`src/hdl/cvsw_pkg.sv`:
```
// ----------------------------------------------------------------------------
// cvsw_pkg
// Shared types and constants for the convection scheme weight pipeline.
// ----------------------------------------------------------------------------
package cvsw_pkg;

    localparam int PQ_W = 40;   // widest Q.24 Peclet value over the parameter range
    localparam int X_W  = 34;   // exponent argument, Q.30, below 16
    localparam int U_W  = 30;   // series argument x/16, Q.30
    localparam int T_W  = 31;   // series term, Q.30, up to 1.0
    localparam int N_W  = 58;   // divider dividend
    localparam int D_W  = 39;   // divider divisor
    localparam int QB   = 18;   // quotient bits
    localparam int W_W  = 17;   // weight width

    localparam logic [2:0] SCH_BULG0   = 3'd0;
    localparam logic [2:0] SCH_CENTRAL = 3'd1;
    localparam logic [2:0] SCH_UPWIND  = 3'd2;
    localparam logic [2:0] SCH_HYBRID  = 3'd3;
    localparam logic [2:0] SCH_POWLAW  = 3'd4;
    localparam logic [2:0] SCH_EXPON   = 3'd5;
    localparam logic [2:0] SCH_BULG    = 3'd6;
    localparam logic [2:0] SCH_POWER   = 3'd7;
    localparam logic [2:0] SCH_RESET   = SCH_POWLAW;

    localparam logic [T_W-1:0]  ONE30 = 31'd1 << 30;
    localparam logic [W_W-1:0]  W_ONE = 17'd65536;

    localparam logic [PQ_W-1:0] PQ_1   = 40'd1 << 24;
    localparam logic [PQ_W-1:0] PQ_2   = 40'd2 << 24;
    localparam logic [PQ_W-1:0] PQ_10  = 40'd10 << 24;
    localparam logic [PQ_W-1:0] PQ_20  = 40'd20 << 24;
    localparam logic [PQ_W-1:0] PQ_512 = 40'd512 << 24;
    // smallest pq with pq*100 >= 2^24
    localparam logic [PQ_W-1:0] PQ_SMALL = 40'd167773;

    localparam logic [19:0] BULG_COEF   = 20'd703804;     // 0.6712 in Q.20
    localparam logic [29:0] LN_INV_0553 = 30'd636081739;  // ln(1/0.553) in Q.30
    localparam logic [30:0] RECIP5      = 31'((64'd1 << 33) / 5);

    typedef enum logic [1:0] {
        SRC_CONST,
        SRC_EXP,
        SRC_POW,
        SRC_BULG
    } t_src;

    typedef struct packed {
        t_src        src;
        logic [16:0] cval;
        logic [27:0] pqe;
        logic [37:0] dbul;
    } t_side;

    typedef struct packed {
        logic        use_div;
        logic [16:0] cval;
    } t_dside;

endpackage

```
`src/hdl/cvsw_div.sv`:
```
// ----------------------------------------------------------------------------
// cvsw_div
// Pipelined restoring divider: an overflow stage, then one quotient bit per
// stage. Quotient saturates at 1.0 in Q1.16.
// ----------------------------------------------------------------------------
module cvsw_div
    import cvsw_pkg::*;
(
    input  logic           i_clk,
    input  logic           i_rst_n,
    input  logic           i_en,
    input  logic           i_valid,
    input  logic [N_W-1:0] i_n,
    input  logic [D_W-1:0] i_d,
    input  t_dside         i_side,
    output logic           o_valid,
    output logic [W_W-1:0] o_quot,
    output t_dside         o_side
);

    logic           r_vld [QB+1];
    t_dside         r_sd  [QB+1];
    logic           r_ovf [QB+1];
    logic [N_W-1:0] r_rem [QB];
    logic [D_W-1:0] r_d   [QB];
    logic [QB-1:0]  r_q   [QB];

    logic [QB-1:0] q_fin;

    genvar j;

    always_ff @(posedge i_clk) begin
        if (!i_rst_n) r_vld[0] <= 1'b0;
        else if (i_en) r_vld[0] <= i_valid;
    end

    // quotient would not fit in QB bits (also catches a zero divisor)
    always_ff @(posedge i_clk) begin
        if (i_en) begin
            r_sd[0]  <= i_side;
            r_ovf[0] <= i_n >= (N_W'(i_d) << QB);
            r_rem[0] <= i_n;
            r_d[0]   <= i_d;
        end
    end

    generate
        for (j = 1; j <= QB; j++) begin : g_bit
            logic [N_W-1:0] sh;
            logic           bit_q;
            logic [N_W-1:0] n_rem;

            always_comb begin
                sh    = N_W'(r_d[j-1]) << (QB - j);
                bit_q = r_rem[j-1] >= sh;
                n_rem = bit_q ? r_rem[j-1] - sh : r_rem[j-1];
            end

            always_ff @(posedge i_clk) begin
                if (!i_rst_n) r_vld[j] <= 1'b0;
                else if (i_en) r_vld[j] <= r_vld[j-1];
            end

            always_ff @(posedge i_clk) begin
                if (i_en) begin
                    r_sd[j]  <= r_sd[j-1];
                    r_ovf[j] <= r_ovf[j-1];
                end
            end

            if (j == 1) begin : g_q0
                always_ff @(posedge i_clk) begin
                    if (i_en) r_q[0] <= QB'(bit_q);
                end
            end else begin : g_qn
                always_ff @(posedge i_clk) begin
                    if (i_en) r_q[j-1] <= {r_q[j-2][QB-2:0], bit_q};
                end
            end

            if (j < QB) begin : g_carry
                always_ff @(posedge i_clk) begin
                    if (i_en) begin
                        r_rem[j] <= n_rem;
                        r_d[j]   <= r_d[j-1];
                    end
                end
            end
        end
    endgenerate

    assign q_fin   = r_q[QB-1];
    assign o_valid = r_vld[QB];
    assign o_side  = r_sd[QB];
    assign o_quot  = (r_ovf[QB] || q_fin > QB'(W_ONE)) ? W_ONE : W_W'(q_fin);

endmodule

```
`config.mk`:
```
export PLATFORM = sky130hd
export DESIGN_NAME = cvsw_div
export DESIGN_NICKNAME = d
export VERILOG_FILES = /design/src/hdl/cvsw_pkg.sv /design/src/hdl/cvsw_div.sv
export SDC_FILE = /design/constraint.sdc
export NUM_CORES = 2
export LEC_CHECK = 0
export BUFFER_PORTS_ARGS = -buffer_cell sky130_fd_sc_hd__buf_4
export CELL_PAD_IN_SITES_DETAIL_PLACEMENT = 0
export CELL_PAD_IN_SITES_GLOBAL_PLACEMENT = 1
export CORE_UTILIZATION = 52
export DETAILED_ROUTE_END_ITERATION = 8
export PLACE_DENSITY_LB_ADDON = 0.1
export REMOVE_ABC_BUFFERS = 1
export SKIP_LAST_GASP = 1
export SLEW_MARGIN = 5
export SYNTH_ARGS = -nofsm -noshare
export SYNTH_HDL_FRONTEND = slang
export SYNTH_SLANG_ARGS = --single-unit
```
`constraint.sdc`:
```
create_clock -name i_clk -period 4.4 [get_ports i_clk]
set_input_delay 0.44 -clock i_clk [delete_from_list [all_inputs] [get_ports i_clk]]
set_output_delay 0.44 -clock i_clk [all_outputs]
set_load 0.02 [all_outputs]
```
## Word-level counts from Yosys, hierarchy flattened

Memory sizes are Yosys's and may differ from the RTL's.
Cells that the tools add are included.

- Bits in registers: 0
- Bits in latches: 0
- Bits in writable memories: 2450
- Memory bits (read-only): 0
- Input port bits: 119
- Memories: 6

Memories:

| name | depth | width | rd ports | clocked after memory_dff | write ports | line | text |
|---|---|---|---|---|---|---|---|
| r_rem | 18 | 58 | 18 | 0 | 18 | cvsw_div.sv:24 | `logic [N_W-1:0] r_rem [QB];` |
| r_d | 18 | 39 | 18 | 0 | 18 | cvsw_div.sv:25 | `logic [D_W-1:0] r_d [QB];` |
| r_sd | 19 | 18 | 19 | 0 | 19 | cvsw_div.sv:22 | `t_dside r_sd [QB+1];` |
| r_q | 18 | 18 | 18 | 0 | 18 | cvsw_div.sv:26 | `logic [QB-1:0] r_q [QB];` |
| r_ovf | 19 | 1 | 19 | 0 | 19 | cvsw_div.sv:23 | `logic r_ovf [QB+1];` |
| r_vld | 19 | 1 | 19 | 0 | 19 | cvsw_div.sv:21 | `logic r_vld [QB+1];` |

- Add/sub/neg operators: 17
- $mul: 0
- Div/mod/pow operators: 0
- Order comparisons: 20
- Eq/ne operators: 0
- Shifts and indexed selects: 0
- Multiplexer cells: 42
- Bitwise operators: 19
- Reduce and logical (&&, ||, !) cells: 1

Operator list:

| cell | number |
|---|---|
| $mux 58 | 17 |
| $ge 58x39->1 | 1 |
| $ge 58x40->1 | 1 |
| $ge 58x41->1 | 1 |
| $ge 58x42->1 | 1 |
| $ge 58x43->1 | 1 |
| $ge 58x44->1 | 1 |
| $ge 58x45->1 | 1 |
| $ge 58x46->1 | 1 |
| $ge 58x47->1 | 1 |
| $ge 58x48->1 | 1 |
| $ge 58x49->1 | 1 |
| $ge 58x50->1 | 1 |
| $ge 58x51->1 | 1 |
| $ge 58x52->1 | 1 |
| $ge 58x53->1 | 1 |
| $ge 58x54->1 | 1 |
| $ge 58x55->1 | 1 |
| $ge 58x56->1 | 1 |
| $ge 58x57->1 | 1 |
| $sub 58x40->58 | 1 |
| $sub 58x41->58 | 1 |
| $sub 58x42->58 | 1 |
| $sub 58x43->58 | 1 |
| other kinds (18) | 59 |

## Longest topological paths before layout

- Depth in word-level cells: 4
- Gate-level depth with buffers: 16
- Mapped depth without buffers: 15

## Worst setup path after synthesis

Ideal clock, no wire load.

- Path type: register -> register
- From: mem r_rem[14][3]
- To: mem r_rem[15][53], data pin
- Setup time: 0.258 ns
- Data arrival time: 3.120 ns
- Path slack: 1.023 ns
- Cell stages (with the launch flop): 15
- Cells stage by stage: edfxtp_1 inv_1 ha_1 inv_1 fa_1 a211oi_1 o211ai_1 a211oi_2 o21ai_1 a31oi_2 o31ai_1 a41oi_1 nor3b_1 nand4b_1 xnor2_1

RTL lines:

| element | line |
|---|---|
| start, declared | cvsw_div.sv:24 |

==> run summary <==
Yosys top cell by area = edfxtp_1
share of layout cells above drive strength 1 = 9.44%
Final Core Density = 59.2%
final worst path period need = 4.28 ns
Seq/Total Area, Yosys = 56.3%
Area Overhead vs Synth = 12.9%
Initial Util = 52.5%
status = finished clean
initial DRC count = 4578
DRT antenna net count = 0
Core ar. = 233000 sq um
Worst Hold End = r_ovf[1]
Setup Viol. Count Final = 0
max-cap viol count = 0
FFs w/ async S/R, synth = 0%
Layout fillers = 18900
post-synth top area share = 56.3%
Clock Path Buffers = 3
via density per instance = 5.64
RD Place Congestion = 1.04
top cells by area, synth = edfxtp_1 (56%), ha_1 (7.6%), a21oi_1 (4.0%)
unrepaired setup endpoints after global routing = false
Skew-Pair Late Insertion Delay = 0.89 ns
average size of a mapped cell = 11.4 sq um
All-Layer GR Usage = 24.5%
Crit path arrival time = 4.89 ns
die area = 237000 sq um
Die Height = 487 um
Static Leakage = 0.0544 uW
Final TNS setup = 0 ns
postcts setup bufs = 0
ys flop type = edfxtp_1
worst hold path class = in -> reg
Hold Path Depth = 1
hold_sp = i_en
Port Buf Inserts = 154
vias in the first global route = 84700
pins over their slew limit = 0
Worst slew margin = 29.9%
CTS root buf = clkbuf_16
initial antenna violation count = 4
clock slew at reported path FFs = 0.06 ns
Hold WS = 0.0970 ns
Worst VDD drop = 403 uV
most instantiated library cell after synthesis = edfxtp_1
Worst Setup End Kind = flip-flop
internal reg-to-reg setup slack = 0.12 ns
worst-path fanout max = 6
R2R depth = 12
# IOs = 155
FF-to-FF End = r_rem[16][52]
Num CTS Buffers = 241
RR Startpoint = r_rem[15][7]
Worst Tran Pin Value = 1.05 ns
most instantiated cells after synthesis = edfxtp_1 (2296), a21oi_1 (985), inv_1 (928), nand2_1 (755), ha_1 (741)
Post-synth EDFFs = 2296
cell area after synthesis = 122000 sq um
grt ovf = 0
Req. time, crit path = 5.00 ns
post-route clock period utilization = 97.3%
CP Class = reg -> reg
final hold vios = 0
Total Wirelength = 293000 um
startpoint types = flip-flop
CTS H-tree depth = 4
drt first pass iters = 6
flops & latches, synth = 2297
first-pass GRT wire length = 451000 um
post-synthesis cell type count = 119
TritonCTS clock tree = done
detailed-placement wirelength estimate = 226000 um
pre-CTS setup slack = 0.0798 ns
maximum operating frequency = 0.234 GHz
via count = 82000
Ys Warns = 0
Sink Count = 2297
drt drc = 0
Power Dens Cells = 655 nW/um^2
wire per inst = 20.2 um
largest net degree at the start of global routing = 190
row cnt = 177
Setup WS post-layout = 0.118 ns
clock skew = 0.0579 ns
Layout Nets = 12100
cells after synthesis = 10700
chip width = 487 um
state kept, by name, summed over array words and instances, names as in the netlist:
name,count
r_q,171
r_sd,342
r_ovf,19
r_d,702
r_vld,19
r_rem,1044
through the flow:
step | area [sq um] | std cells | power, uW
6_report | 138000 | 14500 | 90600
5_1_grt | 138000 | 14500 | 96000
4_1_cts | 138000 | 14500 | 90800
3_5_place_dp | 129000 | 14000 | 69800
3_3_place_gp | 129000 | 14000 | 69400
2_1_floorplan | 121000 | 10400 | 58900
critical path: stages (launching register included):
cell,delay [ns]
edfxtp_1,0.41
ha_1,0.41
nand4_1,0.51
o211ai_1,0.52
buf_4,0.21
a21oi_1,0.10
or3_1,0.44
a21oi_1,0.43
a21o_1,0.25
a21boi_0,0.14
buf_4,0.18
o2111ai_1,0.30
xnor2_1,0.11
layout by cell type, fill, tap and decap left out, types with 24 or more instances in the layout:
master | netlist | layout
edfxtp_1 | 2296 | 2296
a21oi_1 | 985 | 984
inv_1 | 928 | 928
nand2_1 | 755 | 755
ha_1 | 741 | 741
nor2_1 | 736 | 734
o21ai_0 | 578 | 578
xnor2_1 | 461 | 461
buf_4 | 13 | 407
a21o_1 | 390 | 389
xor2_1 | 287 | 287
clkbuf_16 | 0 | 242
nand4_1 | 178 | 178
nand3_1 | 169 | 168
nor3_1 | 158 | 158
mux2_2 | 149 | 149
o21bai_1 | 139 | 139
dlygate4sd3_1 | 0 | 118
nand2b_1 | 103 | 103
nor2b_1 | 101 | 101
nor4_1 | 102 | 95
and3_1 | 89 | 89
o21a_1 | 87 | 87
a31oi_1 | 76 | 76
a211oi_1 | 78 | 74
o211ai_1 | 66 | 66
o31ai_1 | 63 | 63
and2_1 | 62 | 62
clkinv_1 | 0 | 53
clkbuf_1 | 230 | 48
or3_1 | 45 | 45
clkinv_2 | 0 | 39
a21boi_0 | 34 | 34
a211o_1 | 32 | 32
bufinv_16 | 0 | 32
buf_12 | 0 | 30
or2_2 | 29 | 29
or4_1 | 27 | 26
nor3b_1 | 24 | 24
cell type report:
type | instances | area (sq um) | area share (%)
Sequential cell | 2297 | 69000 | 49.9
Multi-Input combinational cell | 7161 | 48800 | 35.3
Clock buffer | 290 | 6240 | 4.51
Timing Repair Buffer | 556 | 4860 | 3.52
Tap cell | 3132 | 3920 | 2.83
Inverter | 934 | 3510 | 2.54
Clock inverter | 160 | 1900 | 1.38
Antenna cell | 12 | 30.0 | 0.0217
metal layers:
layer,vias up,GRT usage [%],wire length [um]
met4,0,18.0,24000
met2,1843,48.8,161000
met5,-,0,0
met1,38700,22.4,100000
li1,40500,-,-
met3,903,2.62,7690
cell families after synthesis:
group           Yosys count  share of synthesized area (%)
compound gates         2814                           14.5
xor+xnor                748                           5.35
fa+ha+maj               758                           7.85
buf+inv                1250                           3.96
flops                  2297                           56.3
mux                     157                           1.44
simple gates           2684                           10.6
timing repair:
item,CTS,global route
endpoints found under the setup margin,0,13
gates resized for setup,0,4
hold buffers,118,0
hold endpoints to repair,135,0
report_power, final:
| group | leakage [uW] | total, uW | internal [uW] | switching (uW) |
|---|---|---|---|---|
| Sequential | 0.0223 | 33200 | 30500 | 2650 |
| Combinational | 0.0282 | 36800 | 15500 | 21400 |
| Clock | 0.00391 | 20600 | 12000 | 8550 |
| Total | 0.0544 | 90600 | 58000 | 32600 |
how the worst max path moves through the flow:
stage	start	to	slack [ns]	cells past startpoint
2_1_floorplan	r_rem[4][34]	r_rem[5][53]	-0.88	9
3_3_place_gp	r_rem[14][3]	r_rem[15][53]	0.007	16
3_5_place_dp	r_rem[14][3]	r_rem[15][53]	0.08	16
4_1_cts	r_rem[14][3]	r_rem[15][53]	0.04	16
5_1_grt	r_rem[14][3]	r_rem[15][53]	0.0002	16
6_report	r_rem[15][7]	r_rem[16][52]	0.12	12
Note: power is estimated with default switching activity, not from simulation.
